==> src/rtl/ualu_pkg.sv <==
// Shared constants and types for the unsigned ALU with multiply, divide and factorial.
`default_nettype none

package ualu_pkg;

    // Widths fixed by the word format
    localparam int ACT_W     = 3;
    localparam int FIELD_W   = 32;
    localparam int DEF_WIDTH = 32;

    // Action codes carried by an input word
    localparam logic [ACT_W-1:0] ACT_ADD  = 3'd0;
    localparam logic [ACT_W-1:0] ACT_SUB  = 3'd1;
    localparam logic [ACT_W-1:0] ACT_MUL  = 3'd2;
    localparam logic [ACT_W-1:0] ACT_DIV  = 3'd3;
    localparam logic [ACT_W-1:0] ACT_FACT = 3'd4;

    // Commands for the shared arithmetic unit
    localparam int UC_W = 3;
    localparam logic [UC_W-1:0] UC_NOP     = 3'd0;
    localparam logic [UC_W-1:0] UC_LOAD_HI = 3'd1;
    localparam logic [UC_W-1:0] UC_LOAD_LO = 3'd2;
    localparam logic [UC_W-1:0] UC_ADD     = 3'd3;
    localparam logic [UC_W-1:0] UC_SUB     = 3'd4;
    localparam logic [UC_W-1:0] UC_MUL     = 3'd5;
    localparam logic [UC_W-1:0] UC_DIV     = 3'd6;

    typedef struct packed {
        logic [UC_W-1:0] code;
    } t_unit_cmd;

endpackage

`default_nettype wire

==> src/rtl/ualu_if.sv <==
// Valid/ready channel interfaces for operand words and result words.
`default_nettype none

interface ualu_in_if;
    logic                                valid;
    logic                                ready;
    logic [ualu_pkg::ACT_W-1:0]          action;
    logic [ualu_pkg::FIELD_W-1:0]        operand_a;
    logic [ualu_pkg::FIELD_W-1:0]        operand_b;

    modport source (output valid, output action, output operand_a, output operand_b,
                    input ready);
    modport sink   (input valid, input action, input operand_a, input operand_b,
                    output ready);
endinterface

interface ualu_out_if;
    logic                                valid;
    logic                                ready;
    logic [ualu_pkg::FIELD_W-1:0]        result;
    logic [ualu_pkg::FIELD_W-1:0]        remainder;
    logic                                flag;
    logic                                div_by_zero;

    modport source (output valid, output result, output remainder, output flag,
                    output div_by_zero, input ready);
    modport sink   (input valid, input result, input remainder, input flag,
                    input div_by_zero, output ready);
endinterface

`default_nettype wire

==> src/rtl/ualu_unit.sv <==
// Shared add/subtract unit with shift-add multiply and restoring divide steps.
`default_nettype none

module ualu_unit #(
    parameter int WIDTH = ualu_pkg::DEF_WIDTH
) (
    input  wire                     i_clk,
    input  wire ualu_pkg::t_unit_cmd i_cmd,
    input  wire  [WIDTH-1:0]        i_x,
    input  wire  [WIDTH-1:0]        i_y,
    output logic [WIDTH-1:0]        o_hi,
    output logic [WIDTH-1:0]        o_lo,
    output logic                    o_cy
);

    logic [WIDTH-1:0] r_hi, n_hi;
    logic [WIDTH-1:0] r_lo, n_lo;
    logic [WIDTH-1:0] r_op, n_op;
    logic             r_cy, n_cy;

    logic [WIDTH:0]   ax;
    logic [WIDTH-1:0] bx;
    logic             inv;
    logic [WIDTH+1:0] b_ext;
    logic [WIDTH+1:0] sum;
    logic [WIDTH:0]   mul_shift;
    logic [WIDTH:0]   div_shift;

    // One adder serves the add, subtract, multiply and divide steps; subtraction adds the inverted operand plus one.
    always_comb begin
        ax    = (i_cmd.code == ualu_pkg::UC_DIV) ? {r_hi, r_lo[WIDTH-1]} : {1'b0, r_hi};
        bx    = (i_cmd.code == ualu_pkg::UC_MUL) ? (r_lo[0] ? r_op : '0) : r_op;
        inv   = (i_cmd.code == ualu_pkg::UC_SUB) || (i_cmd.code == ualu_pkg::UC_DIV);
        b_ext = inv ? ~{2'b00, bx} : {2'b00, bx};
        sum   = {1'b0, ax} + b_ext + {{(WIDTH+1){1'b0}}, inv};
        mul_shift = {sum[0], r_lo};
        div_shift = {r_lo, ~sum[WIDTH+1]};
    end

    always_comb begin
        n_hi = r_hi;
        n_lo = r_lo;
        n_op = r_op;
        n_cy = r_cy;
        unique case (i_cmd.code)
            ualu_pkg::UC_NOP: begin
            end
            ualu_pkg::UC_LOAD_HI: begin
                n_hi = i_x;
                n_lo = '0;
                n_op = i_y;
            end
            ualu_pkg::UC_LOAD_LO: begin
                n_hi = '0;
                n_lo = i_x;
                n_op = i_y;
            end
            ualu_pkg::UC_ADD: begin
                n_hi = sum[WIDTH-1:0];
                n_cy = sum[WIDTH];
            end
            ualu_pkg::UC_SUB: begin
                n_hi = sum[WIDTH-1:0];
                n_cy = sum[WIDTH+1];
            end
            ualu_pkg::UC_MUL: begin
                n_hi = sum[WIDTH:1];
                n_lo = mul_shift[WIDTH:1];
            end
            ualu_pkg::UC_DIV: begin
                // Keep the trial difference only when it did not borrow.
                n_hi = sum[WIDTH+1] ? ax[WIDTH-1:0] : sum[WIDTH-1:0];
                n_lo = div_shift[WIDTH-1:0];
            end
            default: begin
            end
        endcase
    end

    always_ff @(posedge i_clk) begin
        r_hi <= n_hi;
        r_lo <= n_lo;
        r_op <= n_op;
        r_cy <= n_cy;
    end

    assign o_hi = r_hi;
    assign o_lo = r_lo;
    assign o_cy = r_cy;

endmodule

`default_nettype wire

==> src/rtl/unsigned_alu_mul_div_factorial_core.sv <==
// Top level: sequencer around the shared arithmetic unit, with a registered result word.
// Sequence: an accepted word passes the load, run and check states; multiply and divide repeat
// the run state once per bit. A zero divisor, an unused action or a factorial of 0 or 1 skips
// the run state; factorial of n >= 2 runs the multiply loop for each factor up to the last used.
// Throughput: one word at a time, set by the one-bit-per-cycle loop of the shared unit; the
// next word is taken from the edge after the result word loads. Output stalls add on top.
// Reset: synchronous, active low; clears the sequencer and the result valid, no data.
`default_nettype none

module unsigned_alu_mul_div_factorial_core #(
    parameter int WIDTH = ualu_pkg::DEF_WIDTH
) (
    input  wire           i_clk,
    input  wire           i_rst_n,
    ualu_in_if.sink       i_in,
    ualu_out_if.source    o_res
);

    // The step counter must hold WIDTH-1.
    localparam int CNT_W = (WIDTH > 1) ? $clog2(WIDTH) : 1;
    localparam logic [CNT_W-1:0] CNT_LAST = CNT_W'(WIDTH - 1);

    // Sequencer states.
    localparam logic [1:0] ST_IDLE  = 2'd0;
    localparam logic [1:0] ST_LOAD  = 2'd1;
    localparam logic [1:0] ST_RUN   = 2'd2;
    localparam logic [1:0] ST_CHECK = 2'd3;

    logic [1:0]                   r_state, n_state;
    logic [ualu_pkg::ACT_W-1:0]   r_act;
    logic [WIDTH-1:0]             r_a;
    logic [WIDTH-1:0]             r_b;
    logic [WIDTH-1:0]             r_i, n_i;
    logic [CNT_W-1:0]             r_cnt, n_cnt;

    logic                         r_out_valid;
    logic [ualu_pkg::FIELD_W-1:0] r_out_result, n_out_result;
    logic [ualu_pkg::FIELD_W-1:0] r_out_rem, n_out_rem;
    logic                         r_out_flag, n_out_flag;
    logic                         r_out_dbz, n_out_dbz;
    logic                         load_out;

    ualu_pkg::t_unit_cmd          ucmd;
    logic [WIDTH-1:0]             ux, uy;
    logic [WIDTH-1:0]             u_hi, u_lo;
    logic                         u_cy;

    logic                         in_acc;
    logic                         slot_free;
    logic                         a_small;
    logic                         b_zero;
    logic                         hi_nz;
    logic                         fact_more;

    ualu_unit #(
        .WIDTH (WIDTH)
    ) u_unit (
        .i_clk (i_clk),
        .i_cmd (ucmd),
        .i_x   (ux),
        .i_y   (uy),
        .o_hi  (u_hi),
        .o_lo  (u_lo),
        .o_cy  (u_cy)
    );

    assign i_in.ready = (r_state == ST_IDLE);
    assign in_acc     = i_in.valid && i_in.ready;
    assign slot_free  = !r_out_valid || o_res.ready;

    // Factorial of 0 or 1 is 1 and needs no multiply at all.
    assign a_small   = ({1'b0, r_a} < (WIDTH+1)'(2));
    assign b_zero    = (r_b == '0);
    assign hi_nz     = (u_hi != '0);
    // Another factor is needed while the product still fits and the last factor is not reached.
    assign fact_more = (r_act == ualu_pkg::ACT_FACT) && !a_small && !hi_nz && (r_i != r_a);

    always_comb begin
        n_state      = r_state;
        n_i          = r_i;
        n_cnt        = r_cnt;
        ucmd.code    = ualu_pkg::UC_NOP;
        ux           = '0;
        uy           = '0;
        load_out     = 1'b0;
        n_out_result = '0;
        n_out_rem    = '0;
        n_out_flag   = 1'b0;
        n_out_dbz    = 1'b0;

        unique case (r_state)
            ST_IDLE: begin
                if (in_acc) begin
                    n_state = ST_LOAD;
                end
            end
            ST_LOAD: begin
                n_state = ST_RUN;
                n_cnt   = CNT_LAST;
                case (r_act) inside
                    ualu_pkg::ACT_ADD, ualu_pkg::ACT_SUB: begin
                        ucmd.code = ualu_pkg::UC_LOAD_HI;
                        ux        = r_a;
                        uy        = r_b;
                        n_cnt     = '0;
                    end
                    ualu_pkg::ACT_MUL: begin
                        ucmd.code = ualu_pkg::UC_LOAD_LO;
                        ux        = r_a;
                        uy        = r_b;
                    end
                    ualu_pkg::ACT_DIV: begin
                        if (b_zero) begin
                            n_state = ST_CHECK;
                        end else begin
                            ucmd.code = ualu_pkg::UC_LOAD_LO;
                            ux        = r_a;
                            uy        = r_b;
                        end
                    end
                    ualu_pkg::ACT_FACT: begin
                        if (a_small) begin
                            n_state = ST_CHECK;
                        end else begin
                            // First product is 1 times 2.
                            ucmd.code = ualu_pkg::UC_LOAD_LO;
                            ux        = WIDTH'(2);
                            uy        = WIDTH'(1);
                            n_i       = WIDTH'(2);
                        end
                    end
                    default: begin
                        n_state = ST_CHECK;
                    end
                endcase
            end
            ST_RUN: begin
                case (r_act)
                    ualu_pkg::ACT_ADD: ucmd.code = ualu_pkg::UC_ADD;
                    ualu_pkg::ACT_SUB: ucmd.code = ualu_pkg::UC_SUB;
                    ualu_pkg::ACT_DIV: ucmd.code = ualu_pkg::UC_DIV;
                    default:           ucmd.code = ualu_pkg::UC_MUL;
                endcase
                if (r_cnt == '0) begin
                    n_state = ST_CHECK;
                end else begin
                    n_cnt = r_cnt - CNT_W'(1);
                end
            end
            ST_CHECK: begin
                if (fact_more) begin
                    // Next factor multiplies the running product held in the low half.
                    ucmd.code = ualu_pkg::UC_LOAD_LO;
                    ux        = r_i + WIDTH'(1);
                    uy        = u_lo;
                    n_i       = r_i + WIDTH'(1);
                    n_cnt     = CNT_LAST;
                    n_state   = ST_RUN;
                end else if (slot_free) begin
                    load_out = 1'b1;
                    n_state  = ST_IDLE;
                    case (r_act) inside
                        ualu_pkg::ACT_ADD, ualu_pkg::ACT_SUB: begin
                            n_out_result = ualu_pkg::FIELD_W'(u_hi);
                            n_out_flag   = u_cy;
                        end
                        ualu_pkg::ACT_MUL: begin
                            n_out_result = ualu_pkg::FIELD_W'(u_lo);
                            n_out_flag   = hi_nz;
                        end
                        ualu_pkg::ACT_DIV: begin
                            if (b_zero) begin
                                n_out_dbz = 1'b1;
                            end else begin
                                n_out_result = ualu_pkg::FIELD_W'(u_lo);
                                n_out_rem    = ualu_pkg::FIELD_W'(u_hi);
                            end
                        end
                        ualu_pkg::ACT_FACT: begin
                            if (a_small) begin
                                n_out_result = ualu_pkg::FIELD_W'(1);
                            end else begin
                                n_out_result = ualu_pkg::FIELD_W'(u_lo);
                                n_out_flag   = hi_nz;
                            end
                        end
                        default: begin
                        end
                    endcase
                end
            end
            default: begin
                n_state = ST_IDLE;
            end
        endcase
    end

    always_ff @(posedge i_clk) begin
        if (!i_rst_n) begin
            r_state     <= ST_IDLE;
            r_out_valid <= 1'b0;
        end else begin
            r_state <= n_state;
            if (load_out) begin
                r_out_valid <= 1'b1;
            end else if (o_res.ready) begin
                r_out_valid <= 1'b0;
            end
        end
    end

    // Operand capture, counters and the result word carry no reset.
    always_ff @(posedge i_clk) begin
        if (in_acc) begin
            r_act <= i_in.action;
            r_a   <= WIDTH'(i_in.operand_a);
            r_b   <= WIDTH'(i_in.operand_b);
        end
        r_i   <= n_i;
        r_cnt <= n_cnt;
        if (load_out) begin
            r_out_result <= n_out_result;
            r_out_rem    <= n_out_rem;
            r_out_flag   <= n_out_flag;
            r_out_dbz    <= n_out_dbz;
        end
    end

    assign o_res.valid       = r_out_valid;
    assign o_res.result      = r_out_result;
    assign o_res.remainder   = r_out_rem;
    assign o_res.flag        = r_out_flag;
    assign o_res.div_by_zero = r_out_dbz;

endmodule

`default_nettype wire

==> src/flat_wrapper.sv <==
// flat-port wrapper written by rule: the top's interface ports become plain ports
module unsigned_alu_mul_div_factorial_core_flat 
#(
    parameter int WIDTH = ualu_pkg::DEF_WIDTH
)
  (i_clk, i_rst_n, i_in_valid, i_in_action, i_in_operand_a, i_in_operand_b, i_in_ready, o_res_valid, o_res_result, o_res_remainder, o_res_flag, o_res_div_by_zero, o_res_ready);
  ualu_in_if i_in_i ();
  ualu_out_if o_res_i ();
  input  wire i_clk;
  input  wire i_rst_n;
  input wire logic [$bits(i_in_i.valid)-1:0] i_in_valid;
  input wire logic [$bits(i_in_i.action)-1:0] i_in_action;
  input wire logic [$bits(i_in_i.operand_a)-1:0] i_in_operand_a;
  input wire logic [$bits(i_in_i.operand_b)-1:0] i_in_operand_b;
  output wire logic [$bits(i_in_i.ready)-1:0] i_in_ready;
  output wire logic [$bits(o_res_i.valid)-1:0] o_res_valid;
  output wire logic [$bits(o_res_i.result)-1:0] o_res_result;
  output wire logic [$bits(o_res_i.remainder)-1:0] o_res_remainder;
  output wire logic [$bits(o_res_i.flag)-1:0] o_res_flag;
  output wire logic [$bits(o_res_i.div_by_zero)-1:0] o_res_div_by_zero;
  input wire logic [$bits(o_res_i.ready)-1:0] o_res_ready;
  assign i_in_i.valid = i_in_valid;
  assign i_in_i.action = i_in_action;
  assign i_in_i.operand_a = i_in_operand_a;
  assign i_in_i.operand_b = i_in_operand_b;
  assign i_in_ready = i_in_i.ready;
  assign o_res_valid = o_res_i.valid;
  assign o_res_result = o_res_i.result;
  assign o_res_remainder = o_res_i.remainder;
  assign o_res_flag = o_res_i.flag;
  assign o_res_div_by_zero = o_res_i.div_by_zero;
  assign o_res_i.ready = o_res_ready;
  unsigned_alu_mul_div_factorial_core #(.WIDTH(WIDTH)) u_core (.i_clk(i_clk), .i_rst_n(i_rst_n), .i_in(i_in_i), .o_res(o_res_i));
endmodule
==> config.mk <==
export PLATFORM = sky130hd
export DESIGN_NAME = unsigned_alu_mul_div_factorial_core_flat
export DESIGN_NICKNAME = d
export VERILOG_FILES = /design/src/rtl/ualu_pkg.sv /design/src/rtl/ualu_if.sv /design/src/rtl/ualu_unit.sv /design/src/rtl/unsigned_alu_mul_div_factorial_core.sv /design/src/flat_wrapper.sv
export SDC_FILE = /design/constraint.sdc
export NUM_CORES = 1
export LEC_CHECK = 0
export ABC_CLOCK_PERIOD_IN_PS = 10800
export BUFFER_PORTS_ARGS = -buffer_cell sky130_fd_sc_hd__buf_4
export CAP_MARGIN = 30
export CORE_UTILIZATION = 39
export DETAILED_ROUTE_END_ITERATION = 7
export PLACE_DENSITY_LB_ADDON = 0.12
export SLEW_MARGIN = 25
export SYNTH_ARGS = -nofsm -noshare
export SYNTH_HDL_FRONTEND = slang
export SYNTH_SLANG_ARGS = --single-unit
==> constraint.sdc <==
create_clock -name i_clk -period 10.8 [get_ports i_clk]
set_input_delay 2.16 -clock i_clk [delete_from_list [all_inputs] [get_ports i_clk]]
set_output_delay 2.16 -clock i_clk [all_outputs]
set_load 0.02 [all_outputs]
After elaboration in Yosys (flattened, before gate mapping)

Cells that the tools add are included.

Bits in read-only memories: 0
Latch bits: 0
Word-level logic and storage cells: 150
Memories: 0
Memory bits (writable): 0
Input port bits: 71
Bits in registers: 270
Output and inout port bits: 68

Add/sub/neg operators: 4
Bitwise gates (word level): 5
Multiply operators: 0
Div/mod/pow operators: 0
Equal/unequal tests: 24
Shift operators: 0
Order comparisons: 1
Multiplexer cells: 72
Reduce and logical (&&, ||, !) cells: 29

Operators by type and width:

| operator              | number |
|---|---|
| $mux 32               | 27 |
| $pmux 32 s2           | 3 |
| $pmux 32 s5           | 1 |
| $pmux 32 s4           | 1 |
| $add 33x34->34        | 1 |
| $add 34x1->34         | 1 |
| $mux 34               | 1 |
| $not 32->34           | 1 |
| $mux 33               | 1 |
| $add 32x1->32 const B | 1 |
| $logic_not 32->1      | 1 |
| $lt 32x2->1 const B   | 1 |
| $ne 32x32->1          | 1 |
| $reduce_bool 32->1    | 1 |
| $mux 2                | 12 |
| $pmux 3 s3            | 2 |
| $mux 5                | 3 |
| $pmux 5 s3            | 1 |
| $mux 1                | 14 |
| $eq 3x2->1 const B    | 4 |
| $eq 3x3->1 const B    | 4 |
| $mux 3                | 4 |
| $ne 2x2->1 const B    | 6 |
| $pmux 2 s4            | 1 |
| 24 further kinds      | 42 |

Logic depth before layout (Yosys ltp)

Depth in word-level cells: 15
Mapped depth: 21
Gate-level depth less buffers: 18

Hierarchy

Synthesis repeated with hierarchy kept, for this count alone.

Cells, all modules: 1435
Area total of the unflattened synthesis: 15730.1 um^2

By module, submodules not included:

| module                              | instances | area each (um^2) | sequential area each (um^2) | cells an instance |
|---|---|---|---|---|
| unsigned_alu_mul_div_factorial_core | 1         | 8325.5           | 5165.0                      | 660 |
| ualu_unit                           | 1         | 7404.6           | 2912.8                      | 775 |

Least setup slack after synthesis

No wires, ideal clock.

Kind: register to register
From: register u_core.r_act[2] (netlist bit)
To: register u_core.u_unit.r_hi[30], in the netlist u_core.u_unit.o_hi[30], data pin
Required time: 10528 ps
Slack: 6050 ps
Library setup time: 272 ps
Period minus slack after synthesis: 4750 ps
Arrival time: 4479 ps
Buffers on the path: 3
Cell stages (with the launch flop): 19
Path through: edfxtp_1 -> buf_2 -> nor2_1 -> nand2_1 -> nor2_1 -> clkbuf_1 -> buf_1 -> o21ai_0 -> ha_1 -> and3_1 -> nor2b_1 -> o31a_1 -> o41a_1 -> a21oi_1 -> a21oi_1 -> a211oi_1 -> xnor2_1 -> a21oi_1 -> or4_1

Longest elaborated chain between the ends: 14
Elaborated cells on any way between the ends: 37
Classes of those cells: add/sub (2); eq/ne (10); mux (17); bitwise (1); reduce/logical (7)

Ends and longest elaborated chain:

| element                                                  | RTL line                                                                               | text |
|---|---|---|
| start, declared                                          | unsigned_alu_mul_div_factorial_core.sv:30                                              | `logic [ualu_pkg::ACT_W-1:0] r_act;` |
| start signal, assigned                                   | unsigned_alu_mul_div_factorial_core.sv:215                                             | `r_act <= i_in.action;` |
| $eq 3x3->1                                               | unsigned_alu_mul_div_factorial_core.sv:76                                              | `assign fact_more = (r_act == ualu_pkg::ACT_FACT) && !a_small && !hi_nz && (r_i != r_a);` |
| $mux 3 or $logic_and 1x1->1 (tied branches) (3 in a row) | unsigned_alu_mul_div_factorial_core.sv:100, unsigned_alu_mul_div_factorial_core.sv:76  |  |
| $mux 3 or $mux 2 (tied branches)                         | unsigned_alu_mul_div_factorial_core.sv:100, unsigned_alu_mul_div_factorial_core.sv:151 |  |
| $pmux 3 s3                                               | unsigned_alu_mul_div_factorial_core.sv:91                                              | `unique case (r_state)` |
| $eq 3x3->1                                               | ualu_unit.sv:32, ualu_unit.sv:45                                                       |  |
| $mux 32                                                  | ualu_unit.sv:32                                                                        | `bx = (i_cmd.code == ualu_pkg::UC_MUL) ? (r_lo[0] ? r_op : '0) : r_op;` |
| $not 32->34                                              | ualu_unit.sv:34                                                                        | `b_ext = inv ? ~{2'b00, bx} : {2'b00, bx};` |
| $mux 34                                                  | ualu_unit.sv:34                                                                        |  |
| $add 33x34->34                                           | ualu_unit.sv:35                                                                        | `sum = {1'b0, ax} + b_ext + {{(WIDTH+1){1'b0}}, inv};` |
| $add 34x1->34                                            | ualu_unit.sv:35                                                                        |  |
| $mux 32                                                  | ualu_unit.sv:72                                                                        | `n_hi = sum[WIDTH+1] ? ax[WIDTH-1:0] : sum[WIDTH-1:0];` |
| $pmux 32 s5 (*)                                          | ualu_unit.sv:45                                                                        | `unique case (i_cmd.code)` |
| net u_core.u_unit.n_hi[30]                               | ualu_unit.sv:16                                                                        | `logic [WIDTH-1:0] r_hi, n_hi;` |
| end signal, assigned                                     | ualu_unit.sv:81                                                                        | `r_hi <= n_hi;` |
| end, declared                                            | ualu_unit.sv:16                                                                        |  |

Mark *: on every way through the listed nets, which the timed path passes. The rest lies on a longest branch.
A chain may end at the register's enable or synchronous reset.

Worst setup path after layout

Ends and elaborated chain as after synthesis.

==> out/qor.txt <==
Int Pwr = 2.270 mW
Cells along the critical path = nor2_1 > nand2_1 > nor2_4 > buf_4 > nand2_1 > nand2_1 > ha_1 > nor2b_1 > o31ai_1 > a21oi_1 > a211o_1 > a21oi_1 > a21oi_1 > a211oi_1 > xnor2_1 > a21oi_1 > or4_1
Seq cells post-synth = 270
Synth top area cells = edfxtp_1, xnor2_1, nand2_1, a22oi_1, nor2_1
Crit. End Element = register
Critical Path Max Stage Delay = 0.64 ns
Initial drt markers = 1128
CTS root buf = clkbuf_16
# hold bufs at CTS = 0
Part of the power in registers = 41.6%
Initial Utilization = 39.91%
PD cells = 192.7 nW/um2
Drt pass-1 iters = 5
Initial antenna violation count = 1
Sw Share = 33.75%
Core ar. = 37840 um2
Antenna Diode Count = 0
FF-to-FF path depth = 17
Input/output buffers = 138
Syn Area/Cell = 10.69 um2
Clk slew on worst S/H paths = 0.06 ns
Hold Crit Start = u_core.r_b[1]
Layout cell share with drive strength beyond 1 = 16.56%
Vias = 12.00k
Upper clock frequency limit = 180.6 MHz
# DRC = 0
Largest family of logic cells by synthesized area = compound AO/OA/AOI/OAI gates
Commonest non-fill, non-tap cell in the layout = edfxtp_1
Status = finished, final reports clean
Via density = 5.800
Num rows = 71
YS warnings = 0
Total of max-cap violations = 0
Worst r2r src = u_core.r_act[2]
H-tree Lvls = 1
Mapped cell area = 15100 um2
Worst slew pin tran = 0.9486 ns
CP max stage cell = buf_4
Post-synth cell types = 83
Die area = 39520 um2
IO Pins = 139
Clk_lat worst skew = 0.59 ns
GRT Overall Usage = 24.36%
Layout area overhead = 17.68%
Hold path cells = 1
Setup bufs post-CTS = 0
R2r setup slk = 5.26 ns
Combinational share of power = 26.3%
Kind of critical path = register to register
Net switching power = 1.156 mW
Hold Fails Final Rpt = 0
Worst VDD drop = 0.1162 mV
Synth Instances = 1413
Mux cell area share after synthesis = 0.6213%
Crit path DAT = 5.88 ns
Register area share after synthesis = 53.48%
Gr ovfl total = 0
CP Data Required Time = 11.14 ns
Vias in the first global route = 11.30k
Resized Gates After CTS = 0
ANT nets after route = 0
CTS Sinks = 270
Synth top area share = 53.08%
Util after Layout = 46.97%
Fin. max-slew vios = 0
Most frequent cells in the layout = edfxtp_1, nand2_1, buf_4
Dominant cell type by area after synthesis = edfxtp_1
Synth Area in Compound Gates = 17.34%
Rel. slew slack = 36.76%
Final HPWL DP = 34820 um
Synth Flop Type = edfxtp_1
HP Class = register to register
Adder-cell share of the synthesized area = 2.949%
Clock network fraction of total power = 32.2%
Post-synth EDFFs = 267
Wirelength per Cell = 23.41 um
TritonCTS buffer count = 31
RSZ-0062 raised after global routing = no
Final setup vio count = 0
Simple-gate area share of the yosys netlist = 15.76%
Largest net degree at the start of global routing = 71
Startpoint types = register
Crit-path max FO = 70
CTS tree = done
Setup_tns = 0 ns
Clock skew = 0.01738 ns
Gpl congestion = 0.9428
Crit path time final = 5.538 ns
Routed wire length = 48440 um
Asr flop ratio synth = 0%
Number of nets in the layout = 1639
Crit-path most repeated cell = a21oi_1
Post-Syn Nets = 1519
First-pass GRT wire length = 71510 um
Pleak = 6.303 nW
Die width = 198.8 um
Xor-xnor portion of the synthesized cell area = 7.132%
WHS Endpoint = u_core.u_unit.r_op[1]
Longest Clk Path Bufs = 3
Chip height = 198.8 um
Post-route clock period utilization = 51.28%
Reg2reg end = u_core.u_unit.o_hi[30]
[how the worst max path moves through the flow]
stage	from	end	slack (ns)	cells after the start
final	u_core.r_act[2]	u_core.u_unit.o_hi[30]	5.26	17
after global routing	u_core.r_state[1]	u_core.u_unit.o_hi[30]	4.88	17
after CTS	u_core.r_act[2]	u_core.u_unit.o_hi[30]	5.35	17
after detailed placement	u_core.r_act[2]	u_core.u_unit.o_hi[30]	5.36	17
after global placement	u_core.r_act[2]	u_core.u_unit.o_hi[30]	5.43	17
after floorplan	u_core.r_act[2]	u_core.u_unit.o_hi[30]	6.05	18
[state kept, by name, summed over array words and instances, names as in the netlist, 5 cells and up]
signal                  count
u_core.o_res.remainder     32
u_core.r_a                 32
u_core.u_unit.o_hi         32
u_core.r_i                 32
u_core.o_res.result        32
u_core.r_cnt                5
u_core.u_unit.o_lo         32
u_core.u_unit.r_op         32
u_core.r_b                 32
[power by group through the flow]
stage / Sequential [mW] / Clock, mW / Combinational (mW)
floorplan: 1.39 / 0 / 0.624
global placement: 1.44 / 0 / 0.877
detailed placement: 1.44 / 0 / 0.875
CTS: 1.42 / 1.12 / 0.880
global route: 1.43 / 1.16 / 0.972
finish: 1.42 / 1.10 / 0.900
[layer usage]
metal / global-route usage (%) / wire length (um)
met3: 4.680 / 4005
met4: 7.037 / 1378
met1: 35.83 / 22090
met2: 36.22 / 20950
met5: 0 / 13
[logic make-up after synthesis]
family	Yosys count
simple gates	510
fa+ha+maj	35
mux	9
compound gates	369
flops	270
xor+xnor	123
buf+inv	97
[Yosys cell counts (all sizes together) (20+ instances only)]
master    n
xnor2    95
a21oi    65
nand2   191
nor2    133
o21ai    75
buf      20
and2     42
a22oi    85
nor4     30
clkbuf   53
edfxtp  267
nand3    29
xor2     28
inv      23
a22o     36
ha       34
[critical path: cells and delay by family (launching register included)]
| family | cells | cell delay, ns |
|---|---|---|
| DFF | 1 | 0.58 |
| adders and majority gates | 1 | 0.28 |
| AOI/OAI and AO/OA | 7 | 2.10 |
| and+or+nand+nor | 7 | 1.42 |
| xor gates and xnor gates | 1 | 0.24 |
| buffers and inverters | 1 | 0.64 |
[metrics by stage]
| step | hold WS, ns | cells | worst slack [ns] | power, mW | area [um2] |
|---|---|---|---|---|---|
| after floorplan | 0.5378 | 1413 | 6.050 | 2.011 | 15100 |
| after global placement | 0.5549 | 2008 | 5.429 | 2.320 | 16650 |
| after detailed placement | 0.5533 | 2009 | 5.361 | 2.317 | 16660 |
| after CTS | 0.5673 | 2067 | 5.348 | 3.422 | 17730 |
| after global routing | 0.5784 | 2069 | 4.884 | 3.568 | 17770 |
| final | 0.5647 | 2069 | 5.262 | 3.426 | 17770 |
[area by class of cell]
type                    instances  area [um2]
clock buffers                  38       842.1
clock inverters                20       226.5
fillers                      3603       20070
inverters                      24       90.09
multi-input cells            1046        6669
flip-flops and latches        270        8078
well taps                     511       639.4
repair buffers                160        1230
Note: power is estimated with default switching activity, not from simulation.
